## config.mk

```make
export PLATFORM = sky130hd
export DESIGN_NAME = fpcc_frame_check
export DESIGN_NICKNAME = d
export VERILOG_FILES = /design/src/hdl/fpcc_pkg.sv /design/src/hdl/fpcc_frame_check.sv
export SDC_FILE = /design/constraint.sdc
export NUM_CORES = 1
export LEC_CHECK = 0
export BUFFER_PORTS_ARGS = -buffer_cell sky130_fd_sc_hd__buf_4
export CAP_MARGIN = 20
export CORE_MARGIN = 2
export CORE_UTILIZATION = 45
export CTS_CLUSTER_SIZE = 40
export DETAILED_ROUTE_END_ITERATION = 12
export HOLD_SLACK_MARGIN = 0.12
export PLACE_DENSITY = 0.64
export REMOVE_ABC_BUFFERS = 1
export SYNTH_ARGS = -nofsm -noshare
export SYNTH_HDL_FRONTEND = slang
export SYNTH_SLANG_ARGS = --single-unit
```

## constraint.sdc

```tcl
create_clock -name clk_i -period 9.25 [get_ports clk_i]
set_input_delay 0.4625 -clock clk_i [delete_from_list [all_inputs] [get_ports clk_i]]
set_output_delay 0.4625 -clock clk_i [all_outputs]
set_load 0.05 [all_outputs]
```

## src/hdl/fpcc_pkg.sv

```systemverilog
// ----------------------------------------------------------------------------
// Framed packet checker package
// Shared widths, header layout constants, result type and the CRC byte step.
// ----------------------------------------------------------------------------
`default_nettype none

package fpcc_pkg;

  localparam int unsigned CountW = 19;
  localparam int unsigned LenW   = 19;

  localparam logic [CountW-1:0] CountMax     = 19'h7ffff;
  localparam logic [CountW-1:0] HdrLen       = 19'd48;
  localparam logic [CountW-1:0] MagicLen     = 19'd4;
  localparam logic [CountW-1:0] CrcSkipStart = 19'd44;
  localparam logic [CountW-1:0] VersionEnd   = 19'd7;
  localparam logic [CountW-1:0] HdrLenEnd    = 19'd11;
  localparam logic [CountW-1:0] FlagsEnd     = 19'd15;
  localparam logic [CountW-1:0] PayloadEnd   = 19'd43;
  localparam logic [CountW-1:0] CrcWordEnd   = 19'd47;

  localparam logic [LenW-1:0] MaxPayloadReset = 19'd262144;

  localparam logic [31:0] CrcPoly   = 32'hedb88320;
  localparam logic [31:0] AllOnes   = 32'hffffffff;
  localparam logic [31:0] FlagMask  = 32'hffff0000;
  localparam logic [31:0] MagicWord = 32'h3153504b;

  localparam logic [15:0] VersionOne = 16'd1;

  typedef struct packed {
    logic push;
    logic ok;
  } fpcc_result_t;

  function automatic logic [31:0] crc_byte(input logic [31:0] crc_in, input logic [7:0] b);
    logic [31:0] crc;
    crc = crc_in ^ {24'd0, b};
    for (int i = 0; i < 8; i++) begin
      crc = (crc >> 1) ^ (crc[0] ? CrcPoly : 32'd0);
    end
    return crc;
  endfunction

endpackage

`default_nettype wire

```

## src/hdl/fpcc_frame_check.sv

```systemverilog
// ----------------------------------------------------------------------------
// Framed packet frame checker
// Per-byte header field checks, length tracking and CRC-32 over the frame.
// ----------------------------------------------------------------------------
`default_nettype none

module fpcc_frame_check
  import fpcc_pkg::*;
(
  input  wire logic            clk_i,
  input  wire logic            rst_ni,
  input  wire logic            accept_i,
  input  wire logic [7:0]      data_byte_i,
  input  wire logic            end_of_frame_i,
  input  wire logic [LenW-1:0] max_payload_len_i,
  output fpcc_result_t         result_o
);

  logic [CountW-1:0] count_q, count_d;
  logic [31:0]       crc_q, crc_d;
  logic              fault_q, fault_d;
  logic [31:0]       gather_q, gather_d;
  logic [31:0]       plen_q, plen_d;
  logic [31:0]       check_q, check_d;
  logic              long_q, long_d;
  logic [CountW:0]   frame_len;
  logic [32:0]       need_len;
  logic [7:0]        magic_byte;

  always_comb begin
    long_d   = long_q | (count_q == CountMax);
    fault_d  = fault_q;
    gather_d = {data_byte_i, gather_q[31:8]};
    plen_d   = plen_q;
    check_d  = check_q;
    magic_byte = MagicWord[{count_q[1:0], 3'b000} +: 8];
    if ((count_q < MagicLen) && (data_byte_i != magic_byte)) begin
      fault_d = 1'b1;
    end
    case (count_q)
      VersionEnd: begin
        if ((gather_d[15:0] != VersionOne) || (gather_d[31:16] != 16'd0)) begin
          fault_d = 1'b1;
        end
      end
      HdrLenEnd: begin
        if ((gather_d[15:0] != 16'(HdrLen)) || (gather_d[31:16] == 16'd0)) begin
          fault_d = 1'b1;
        end
      end
      FlagsEnd: begin
        if ((gather_d & FlagMask) != 32'd0) begin
          fault_d = 1'b1;
        end
      end
      PayloadEnd: plen_d  = gather_d;
      CrcWordEnd: check_d = gather_d;
      default: ;
    endcase
    if ((count_q < CrcSkipStart) || (count_q >= HdrLen)) begin
      crc_d = crc_byte(crc_q, data_byte_i);
    end else begin
      crc_d = crc_q;
    end
    count_d = (count_q < CountMax) ? (count_q + 1'b1) : count_q;
  end

  assign frame_len = {1'b0, count_q} + 1'b1;
  assign need_len  = {14'd0, HdrLen} + {1'b0, plen_d};

  assign result_o.push = accept_i & end_of_frame_i;
  assign result_o.ok   = !long_d && !fault_d
                      && (frame_len >= {1'b0, HdrLen})
                      && (plen_d <= {13'd0, max_payload_len_i})
                      && ({13'd0, frame_len} == need_len)
                      && ((crc_d ^ AllOnes) == check_d);

  always_ff @(posedge clk_i or negedge rst_ni) begin
    if (!rst_ni) begin
      count_q  <= '0;
      crc_q    <= AllOnes;
      fault_q  <= 1'b0;
      gather_q <= '0;
      plen_q   <= '0;
      check_q  <= '0;
      long_q   <= 1'b0;
    end else if (accept_i) begin
      if (end_of_frame_i) begin
        count_q  <= '0;
        crc_q    <= AllOnes;
        fault_q  <= 1'b0;
        gather_q <= '0;
        plen_q   <= '0;
        check_q  <= '0;
        long_q   <= 1'b0;
      end else begin
        count_q  <= count_d;
        crc_q    <= crc_d;
        fault_q  <= fault_d;
        gather_q <= gather_d;
        plen_q   <= plen_d;
        check_q  <= check_d;
        long_q   <= long_d;
      end
    end
  end

endmodule

`default_nettype wire

```

Word-level counts from Yosys, hierarchy flattened
Cells that the tools add are included.

word-level totals
  flip-flop bits (word level) = 149
  input port bits = 31
  output and inout port bits = 2
  logic and storage cells = 80

operators by class
  add/subtract/negate cells = 3
  shift-type cells = 1
  multiplexer cells = 24
  bitwise operators = 12
  equal/unequal tests = 11
  reduce and logical (&&, ||, !) cells = 16
  order comparisons = 6

operator list
  kind                       number
  $mux W32                   15
  $xor A31 B32 Y32           8
  $eq A19 B4 Y1 const B      2
  $eq A19 B6 Y1 const B      2
  $mux W19                   2
  $add A6 B32 Y33 const A    1
  $eq A20 B33 Y1             1
  $eq A32 B32 Y1             1
  $le A32 B19 Y1             1
  $not A32 Y32               1
  $reduce_bool A32 Y1        1
  $shiftx A32 B6 Y8 const A  1
  $xor A32 B8 Y32            1
  $add A19 B1 Y20 const B    1
  $ge A20 B6 Y1 const B      1
  $add A19 B1 Y19 const B    1
  $eq A19 B19 Y1 const B     1
  $eq A19 B3 Y1 const B      1
  $ge A19 B6 Y1 const B      1
  $lt A19 B19 Y1 const B     1
  $lt A19 B3 Y1 const B      1
  $lt A19 B6 Y1 const B      1
  $logic_not A16 Y1          1
  $ne A16 B1 Y1 const B      1
  other kinds (12)           25

Depth between registers and ports, before layout
Gate-level depths: netlist (run 1).

  word-level depth = 21
  gate-level depth with buffers = 22
  depth with buffers taken out = 18

Least setup slack after synthesis (run 1)
OpenSTA, ideal clock, no wires.

  path kind = register to output
  from = register count_q[0]
  to = output port result_o[0] (netlist name)
  path slack = 4.023 ns
  stages on the path, launching flop included = 22
  arrival time = 4.765 ns
  cell sequence = dfrtp_1 ha_1 clkbuf_1 nor2b_1 and2_0 clkbuf_1 nand2_2 buf_6 clkbuf_1 a21oi_1 inv_1 ha_1 o21ai_0 a21oi_1 o21ai_0 nand2b_1 a21oi_1 maj3_1 nor2_1 a2111oi_0 o211ai_1 a2111oi_2

RTL lines
  what                    RTL line                RTL
  start, declared         fpcc_frame_check.sv:19  logic [CountW-1:0] count_q, count_d;
  start signal, assigned  fpcc_frame_check.sv:97  count_q <= count_d;
  end, declared           fpcc_frame_check.sv:16  output fpcc_result_t result_o

==> results.toml, run 1 <==
[run_status]
outcome = "finished, final reports clean"

[cts]
cts_tree = "built"
ctsHtreeMaxLevel = 4
cts.path.max_buffers = 2
cts_made_buffers = 17
cts-root-buf = "clkbuf_16"
cts.sinks = 141
clk_transition_reported_paths_ns = 0.07
clkLatencyLatePin_ns = 0.44
post-cts-setup-buffer-count = 0

[timing]
period_needed_ns = 6.21
rsz0062_at_grt = "false"
hold-worst-slack_ns = 0.375
finalClockSkew_ns = 0.0170
maxSlewViolCount = 0
period_share_pct = 67.1
worst_slew_margin_rel_pct = 21.5
hold_viol_final = 0
timing.setup.tns_ns = 0
worst_slack_ns = 3.04
tightest_slew_ns = 1.17
setup_viol = 0
fmax_mhz = 161

[power_and_ir_drop]
p_sw_mw = 1.49
ir_drop_v = 0.000182
comb_power_share_pct = 55.2
power_mw = 3.41
seq_power_share_pct = 24.9
switching_share_pct = 43.7
p_per_area_nw_per_um2 = 285
internal-power_mw = 1.92
p_clk_share_pct = 19.9
cellLeakagePower_nw = 4.82

[synth]
synth.distinct_cells = 88
ys.flop_type = "dfrtp_1"
synth_edf_count = 0
ys_seq_area_share_pct = 32.5
synthesis.area_um2 = 11000
synth_seq_cells = 141
syn_avg_cell_area_um2 = 8.50
async_reset_ff_share_pct = 100
synth_warnings = 0
syn_inst = 1293

[detailed_routing]
route.detailed.drc = 0
vias_per_cell = 6.35
drt_iter0_markers = 1298
routed_wl_um = 37700
num_vias = 10200
dr.pass1.iters = 6
ant_nets = 0
wl_per_cell_um = 23.5

[setup_path]
path_max_fanout = 18
critical_path_class = "reg2out"
r2r_start = "count_q[0]"
r2r_setup_slack_ns = 5.15
end_kind = "primary output"
startpoint = "count_q[0]"
cp_data_required_time_ns = 8.79
arrival_ns = 5.74
start_kind = "flip-flop"

[cells_and_area]
nets = 1320
final_util_pct = 49.5
area_growth_pct = 8.93
final_layout_size_suffix_gt1_share_pct = 12.4
diodes = 0

[die]
fp.dieH_um = 160
start_util_pct = 45.5
num_rows = 57
pin_count = 33
die_width_um = 160
dieArea_um2 = 25700
core_area_um2 = 24200

[placed_design]
dpl.hpwl_um = 26600
io_buffers = 32
place_ws_ns = 3.58
gp_congestion = 0.953

[global_routing]
antenna_found_initial = 0
grt-ovfl-total = 0
grt_max_degree = 74
grt_usage_pct = 29.5
grt_pass1_vias = 9380
grt_pass1_wl_um = 58100

[min_path]
hp-class = "in2reg"
hold_start = "end_of_frame_i"

[flow_run]
cap_violations = 0
## cell usage after synthesis (19+ instances only)
| cell type | number | area, µm² |
|---|---|---|
| a21oi_1 | 97 | 485 |
| a22oi_1 | 45 | 338 |
| buf_2 | 19 | 95.1 |
| clkbuf_1 | 74 | 278 |
| dfrtp_1 | 109 | 2730 |
| dfstp_2 | 32 | 841 |
| ha_1 | 22 | 275 |
| inv_1 | 64 | 240 |
| mux2i_1 | 23 | 230 |
| nand2_1 | 83 | 312 |
| nand3_1 | 55 | 275 |
| nand4_1 | 28 | 175 |
| nor2_1 | 85 | 319 |
| nor3_1 | 29 | 145 |
| nor4_1 | 23 | 144 |
| o21ai_0 | 91 | 455 |
| o22ai_1 | 20 | 125 |
| o2bb2ai_1 | 47 | 412 |
| xnor2_1 | 85 | 744 |
| xor2_1 | 30 | 263 |
## stage by stage
stage / cells / area [µm²]
after floorplan: 1195 / 10600
after global routing: 1604 / 12000
after global placement: 1571 / 11400
after CTS: 1604 / 12000
final: 1604 / 12000
after detailed placement: 1571 / 11400
## power by group through the flow
stage	Sequential [mW]	Clock, mW	Combinational [mW]
floorplan	0.823	0	1.36
global placement	0.856	0	1.83
detailed placement	0.857	0	1.84
CTS	0.847	0.688	1.85
global route	0.862	0.715	2.01
finish	0.851	0.679	1.89
## per-layer routing
layer  vias up  track usage [%]  routed length [µm]
met3        72             4.80                2870
met4         0             9.91                1110
met2       467             44.3               16400
li1       4698                -                   -
met5         -                0                   0
met1      4956             43.2               17200
## cell families (layout without fill, tap and decap cells)
family                     count (synthesis)  count (layout)  share of synthesized area, %
adders and majority gates                 23              23                          2.59
AOI/OAI and AO/OA                        416             416                          24.9
muxes                                     27              27                          2.50
buffers and inverters                    164             151                          5.92
xor gates and xnor gates                 139             139                          13.7
and+or+nand+nor                          383             383                          18.0
DFF                                      141             141                          32.5
## path summary, 6_finish.rpt
check | end | depth (start not counted)
hold / removal | check_q[27] | 2
max in group asynchronous | plen_q[19] | 3
setup reg to reg | plen_q[23] | 8
min in group asynchronous | count_q[14] | 2
setup / recovery | result_o[0] | 18
hold reg to reg | plen_q[0] | 1
## layout make-up
cell class / instances / area, µm²
fill: 2278 / 12200
multi-input combinational: 988 / 6790
timing repair buffer: 53 / 404
inverter: 66 / 248
clock inverter: 12 / 100
clock buffer: 20 / 467
tap: 324 / 405
sequential: 141 / 3570
## placed cells by master (no fill, tap or decap), types with 23 or more instances in the layout
master,instances
dfrtp_1,109
a21oi_1,97
o21ai_0,91
xnor2_1,85
nor2_1,84
nand2_1,83
inv_1,64
nand3_1,55
buf_4,51
o2bb2ai_1,47
a22oi_1,45
dfstp_2,32
xor2_1,30
nor3_1,29
nand4_1,28
mux2i_1,23
## flip-flops by register name, indices dropped and copies added (netlist names)
| register | flops |
|---|---|
| check_q | 32 |
| crc_q | 32 |
| plen_q | 32 |
| gather_q | 24 |
| count_q | 19 |
| fault_q | 1 |
| long_q | 1 |
## worst max-delay path, stage by stage (launching register included)
cell,delay (ns)
dfrtp_1,0.52
ha_1,0.39
nor2b_1,0.25
and2_0,0.73
nand2_2,0.40
a21oi_1,0.39
inv_1,0.08
ha_1,0.29
o21ai_0,0.15
a21oi_1,0.05
o21ai_0,0.15
nand2b_1,0.07
a21oi_1,0.16
maj3_1,0.18
nor2_1,0.04
a2111oi_0,0.54
o211ai_1,0.19
a2111oi_2,0.44
buf_4,0.27
## timing repair
action                                  in CTS  in global routing
gates resized for setup                      0                  0
hold buffers                                 1                  0
endpoints found under the setup margin       0                  0
hold endpoints to repair                    61                  0
Power figures use the tool's default switching activity.
==> run 2: changes to the inputs <==
--- a/config.mk
+++ b/config.mk
@@ -5,6 +5,7 @@
 export SDC_FILE = /design/constraint.sdc
 export NUM_CORES = 1
 export LEC_CHECK = 0
+export ABC_AREA = 1
 export BUFFER_PORTS_ARGS = -buffer_cell sky130_fd_sc_hd__buf_4
 export CAP_MARGIN = 20
 export CORE_MARGIN = 2
@@ -12,7 +13,7 @@
 export CTS_CLUSTER_SIZE = 40
 export DETAILED_ROUTE_END_ITERATION = 12
 export HOLD_SLACK_MARGIN = 0.12
-export PLACE_DENSITY = 0.64
+export PLACE_DENSITY = 0.66
 export REMOVE_ABC_BUFFERS = 1
 export SYNTH_ARGS = -nofsm -noshare
 export SYNTH_HDL_FRONTEND = slang
==> constraint.sdc (replaced) <==
create_clock -name clk_i -period 5.4 [get_ports clk_i]
set_input_delay 0.27 -clock clk_i [delete_from_list [all_inputs] [get_ports clk_i]]
set_output_delay 0.27 -clock clk_i [all_outputs]
set_load 0.05 [all_outputs]
==> results.toml, run 2 <==
[timing]
fmax_mhz = 221
hold_viol_final = 0
period_share_pct = 84.0
timing.setup.tns_ns = 0
worst_slew_margin_rel_pct = 30.1
finalClockSkew_ns = 0.0142
period_needed_ns = 4.53
rsz0062_at_grt = "false"
maxSlewViolCount = 0
setup_viol = 0
tightest_slew_ns = 1.05
hold-worst-slack_ns = 0.150

[detailed_routing]
dr_wl_met2_um = 18700
drt_iter0_markers = 1528
drt-met1-wl_um = 17800
wl_met3_um = 3190
ant_nets = 0
route.detailed.drc = 0
routed_wl_um = 41800
num_vias = 12400
wl_per_cell_um = 18.9
top_layer = "met4"
vias_per_cell = 5.62
dr.pass1.iters = 6

[cts]
clk_transition_reported_paths_ns = 0.07
cts_made_buffers = 17
ctsHtreeMaxLevel = 4
cts.path.max_buffers = 2
cts-root-buf = "clkbuf_16"
cts_resized = 0
cts_tree = "built"
cts.sinks = 141
clkLatencyLatePin_ns = 0.44

[cells_and_area]
layout_common_cells = "nand2_1 (722), inv_1 (243), nor2_1 (146)"
nets = 1919
register_area_um2 = 3570
area_growth_pct = 9.80
layout_commonest_cell = "nand2_1"
reg_top3 = "check_q: 32 flops, crc_q: 32 flops, plen_q: 32 flops"
diodes = 0
multi_input_area_um2 = 6720
final_layout_size_suffix_gt1_share_pct = 9.53
fillers = 2600
fin_area_um2 = 12700

[die]
start_util_pct = 45.9
dieArea_um2 = 27000
pin_count = 33
core_area_um2 = 25200
die_width_um = 164
fp.dieH_um = 164
num_rows = 58

[setup_path]
r2r_start = "count_q[0]"
path_cells = "ha_1, nand2_1, nor2_4, inv_2, nor2_8, nand3_2, inv_2, nand2_1, nand3_1, nand2_1, nor2_1, nand2_1, nor2_1, nand2_1, nor2_1, nand2_1, nor2_1, nand3_1, nor2_1, buf_4"
cp_data_required_time_ns = 5.13
r2r_end = "count_q[3]"
start_kind = "flip-flop"
cpPeakStageDelay_ns = 0.49
end_kind = "primary output"
path_common_cell = "nand2_1"
arrival_ns = 4.26
critical_path_class = "reg2out"
reg2regPathDepth = 10
slowest_stage = "inv_2"
path_max_fanout = 22
r2r_setup_slack_ns = 2.37

[synth]
synth-simple-area-share_pct = 42.8
syn_inst = 1856
synth.distinct_cells = 38
ys_top_cells_by_count = "nand2_1 (722), inv_1 (243), nor2_1 (146)"
ys_seq_area_share_pct = 30.9
synth.area.top_cells = "dfrtp_1 (24%), nand2_1 (23%), inv_1 (7.9%), dfstp_2 (7.3%), nand3_1 (6.1%)"
synth_top_family_by_area = "simple AND/OR/NAND/NOR gates"
syn_avg_cell_area_um2 = 6.22
synth_seq_cells = 141
synth-xor-area-share_pct = 1.74
synth_edf_count = 0
synth.area.mux_share_pct = 0
async_reset_ff_share_pct = 100
synth_compound_area_share_pct = 11.2
synth_warnings = 0
ys.flop_type = "dfrtp_1"
synth-adder-area-share_pct = 2.38
synth_top_area_cell = "dfrtp_1"
synth.most_common_cell = "nand2_1"
synthesis.area_um2 = 11600
synth_top_area_share_pct = 23.6

[global_routing]
grt_pass1_vias = 11500
grt_max_degree = 102
grt_usage_pct = 31.5
grt_pass1_wl_um = 64300
grt-ovfl-total = 0
antenna_found_initial = 0

[placed_design]
gp_congestion = 0.961
io_buffers = 32
dpl.hpwl_um = 30800
dpl_cell_area_um2 = 12000

[run_status]
outcome = "finished, final reports clean"

[power_and_ir_drop]
power_mw = 4.03
ir_drop_v = 0.000188
cellLeakagePower_nw = 6.69
p_per_area_nw_per_um2 = 318

[min_path]
min_path_cells = 4
whs_endpoint = "long_q"
hp-class = "in2reg"
hold_start = "end_of_frame_i"

[flow_run]
cap_violations = 0
run 2: how the worst max path moves through the flow:
stage | cells past startpoint | slack (ns) | start | to
floorplan | 17 | 1.58 | count_q[0] | result_o[0]
global placement | 19 | 1.55 | count_q[0] | result_o[0]
detailed placement | 20 | 1.48 | count_q[0] | result_o[0]
CTS | 20 | 1.00 | count_q[0] | result_o[0]
global route | 20 | 0.53 | count_q[0] | result_o[0]
finish | 20 | 0.87 | count_q[0] | result_o[0]
run 2: cells by family after synthesis:
family,Yosys count
and+or+nand+nor,1140
AOI/OAI and AO/OA,216
buffers and inverters,314
adders and majority gates,22
DFF,141
xor gates and xnor gates,23
run 2: cell type report:
class                   instances  share of cell area [%]
multi-input cells            1401                    53.0
repair buffers                 50                    3.01
flip-flops and latches        141                    28.1
clock buffers                  20                    3.44
inverters                     255                    7.56
clock inverters                12                    1.65
well taps                     330                    3.26
run 2: repair_timing:
item | 4_1_cts | 5_1_grt
hold buffers | 1 | 0
endpoints found under the hold margin | 87 | 0
buffers inserted | 0 | 0
run 2: routing by layer:
| layer | track usage (%) | vias to the layer above |
|---|---|---|
| met4 | 15.3 | 0 |
| met5 | 0 | - |
| met2 | 49.8 | 547 |
| met3 | 4.77 | 124 |
| li1 | - | 5993 |
| met1 | 42.2 | 5740 |
run 2: per-stage QoR:
stage               cells  setup WS [ns]  util (%)
CTS                  2209           1.00      50.4
global route         2209          0.529      50.4
floorplan            1797           1.58         -
detailed placement   2176           1.48      47.8
finish               2209          0.867      50.4
global placement     2176           1.55      47.8
run 2: report_power, final:
part	internal [mW]	total (mW)	leakage, nW	switching (mW)
logic	0.416	1.41	4.54	0.989
clock network	0.827	1.35	0.306	0.522
registers	1.19	1.28	1.84	0.0869
total	2.44	4.03	6.69	1.60
run 2: worst max-delay path, delay by kind of cell (launching register included):
kind / cells / cell delay [ns]
fa+ha+maj: 1 / 0.33
flops: 1 / 0.43
simple gates: 16 / 2.23
buf+inv: 3 / 0.82
==> run 3: changes to the inputs <==
--- a/config.mk
+++ b/config.mk
@@ -5,7 +5,7 @@
 export SDC_FILE = /design/constraint.sdc
 export NUM_CORES = 1
 export LEC_CHECK = 0
-export ABC_AREA = 1
+export ABC_AREA = 0
 export BUFFER_PORTS_ARGS = -buffer_cell sky130_fd_sc_hd__buf_4
 export CAP_MARGIN = 20
 export CORE_MARGIN = 2
==> constraint.sdc (replaced) <==
create_clock -name clk_i -period 4.1 [get_ports clk_i]
set_input_delay 0.205 -clock clk_i [delete_from_list [all_inputs] [get_ports clk_i]]
set_output_delay 0.205 -clock clk_i [all_outputs]
set_load 0.05 [all_outputs]
==> results.toml, run 3 (synthesis gave the netlist of run 1 again) <==
[timing]
period_needed_ns = 4.48
worst_slew_margin_rel_pct = 28.7
maxSlewViolCount = 0
worst_slack_ns = -0.375
tightest_slew_ns = 1.06
rsz0062_at_grt = "true"
period_share_pct = 109
fmax_mhz = 223
hold_viol_final = 0
finalClockSkew_ns = 0.00600
setup_viol = 1

[cells_and_area]
fillers = 2198
nets = 1425
reg_top3 = "check_q: 32 flops, crc_q: 32 flops, plen_q: 32 flops"
layout_commonest_cell = "buf_4"
layout_common_cells = "buf_4 (143), dfrtp_1 (109), a21oi_1 (92)"
final_util_pct = 54.3
multi_input_area_um2 = 7000
final_layout_size_suffix_gt1_share_pct = 21.0
register_area_um2 = 3570
area_growth_pct = 19.4
diodes = 0

[min_path]
hp-class = "in2reg"

[detailed_routing]
wl_per_cell_um = 23.5
route.detailed.drc = 0
dr.pass1.iters = 6
ant_nets = 0
vias_per_cell = 6.31
drt_iter0_markers = 1398
routed_wl_um = 40200
num_vias = 10800

[cts]
clk_transition_reported_paths_ns = 0.06
cts-root-buf = "clkbuf_16"
cts.sinks = 141
clkLatencyLatePin_ns = 0.44
cts_made_buffers = 17
ctsHtreeMaxLevel = 4
cts.path.max_buffers = 2
cts_tree = "built"

[setup_path]
arrival_ns = 4.27
start_kind = "flip-flop"
path_max_fanout = 14
reg2regPathDepth = 9
cp_data_required_time_ns = 3.89
crit_path_end = "result_o[0]"
end_kind = "primary output"
r2r_start = "count_q[4]"
startpoint = "count_q[6]"
critical_path_class = "reg2out"
r2r_setup_slack_ns = 1.11
r2r_end = "count_q[9]"

[die]
die_width_um = 160
num_rows = 57
core_area_um2 = 24200
fp.dieH_um = 160
dieArea_um2 = 25700
start_util_pct = 45.5
pin_count = 33

[global_routing]
grt_pass1_vias = 10300
antenna_found_initial = 0
grt-ovfl-total = 0
grt_usage_pct = 31.1
grt_max_degree = 77
grt_pass1_wl_um = 61400

[run_status]
violations = "negative setup slack"
outcome = "finished with violations"

[power_and_ir_drop]
p_per_area_nw_per_um2 = 618
power_mw = 8.12
ir_drop_v = 0.000481
cellLeakagePower_nw = 5.44

[placed_design]
dpl.hpwl_um = 28900
gp_congestion = 0.978
place_ws_ns = -0.227
io_buffers = 32

[flow_run]
cap_violations = 0
[run 3: cell count changes in the layout (fill, tap and decap cells not counted), moves of 78 or more]
cell	delta
buf_4	+95
inv_1	-179
nand2_1	-639
nand3_1	-85
o22ai_1	-78
xnor2_1	+81
[run 3: metal layers]
metal,vias to the layer above,track usage [%],share of wire [%]
li1,4902,-,-
met4,0,13.2,4.3
met5,-,0,0
met2,562,46.5,43
met3,101,7.23,10
met1,5225,43.3,42
[run 3: worst min-delay path by stage]
stage / end / cells past startpoint / from
5_1_grt: check_q[15] / 2 / end_of_frame_i
3_5_place_dp: count_q[5] / 1 / rst_ni
6_report: check_q[14] / 2 / end_of_frame_i
2_1_floorplan: check_q[0] / 0 / rst_ni
3_3_place_gp: count_q[6] / 1 / rst_ni
4_1_cts: check_q[4] / 2 / end_of_frame_i
[run 3: timing repair]
action / 4_1_cts / 5_1_grt
setup endpoints to repair: 1 / 1
setup buffers: 0 / 3
pin swaps: 4 / 14
gates cloned: 0 / 1
hold endpoints to repair: 74 / 0
hold buffers: 1 / 0
gates resized for setup: 20 / 35
[run 3: where the power goes]
group | switching, mW | internal (mW) | leakage, nW
logic | 2.54 | 2.05 | 3.31
clock network | 0.646 | 0.985 | 0.289
registers | 0.233 | 1.67 | 1.83
total | 3.42 | 4.70 | 5.44
[run 3: stage by stage]
| step | area, µm² | instances | TNS, ns | hold WS [ns] |
|---|---|---|---|---|
| 6_report | 13100 | 1709 | -0.375 | 0.157 |
| 5_1_grt | 13100 | 1709 | -0.517 | 0.152 |
| 4_1_cts | 12900 | 1705 | -0.299 | 0.146 |
| 3_5_place_dp | 12200 | 1672 | -0.227 | 0.296 |
| 3_3_place_gp | 12200 | 1671 | -0.188 | 0.292 |
| 2_1_floorplan | 10600 | 1195 | -1.38 | -0.0906 |
[run 3: worst max-delay path, stage by stage (launching register included)]
cell       delay [ns]
dfrtp_1          0.41
nor4b_4          0.39
and4_4           0.32
buf_4            0.17
buf_12           0.16
nand2_2          0.08
buf_4            0.18
mux2i_1          0.29
xor2_1           0.13
nor4_1           0.33
a21oi_1          0.12
nor4_1           0.42
buf_4            0.21
nand4_1          0.13
a2111oi_4        0.29
buf_6            0.21
[run 3: cell type report]
type	instances	area share, %
multi-input combinational	988	53.4
sequential	141	27.2
timing repair buffer	158	9.91
clock buffer	21	3.51
tap	324	3.09
inverter	66	1.89
clock inverter	11	1.08
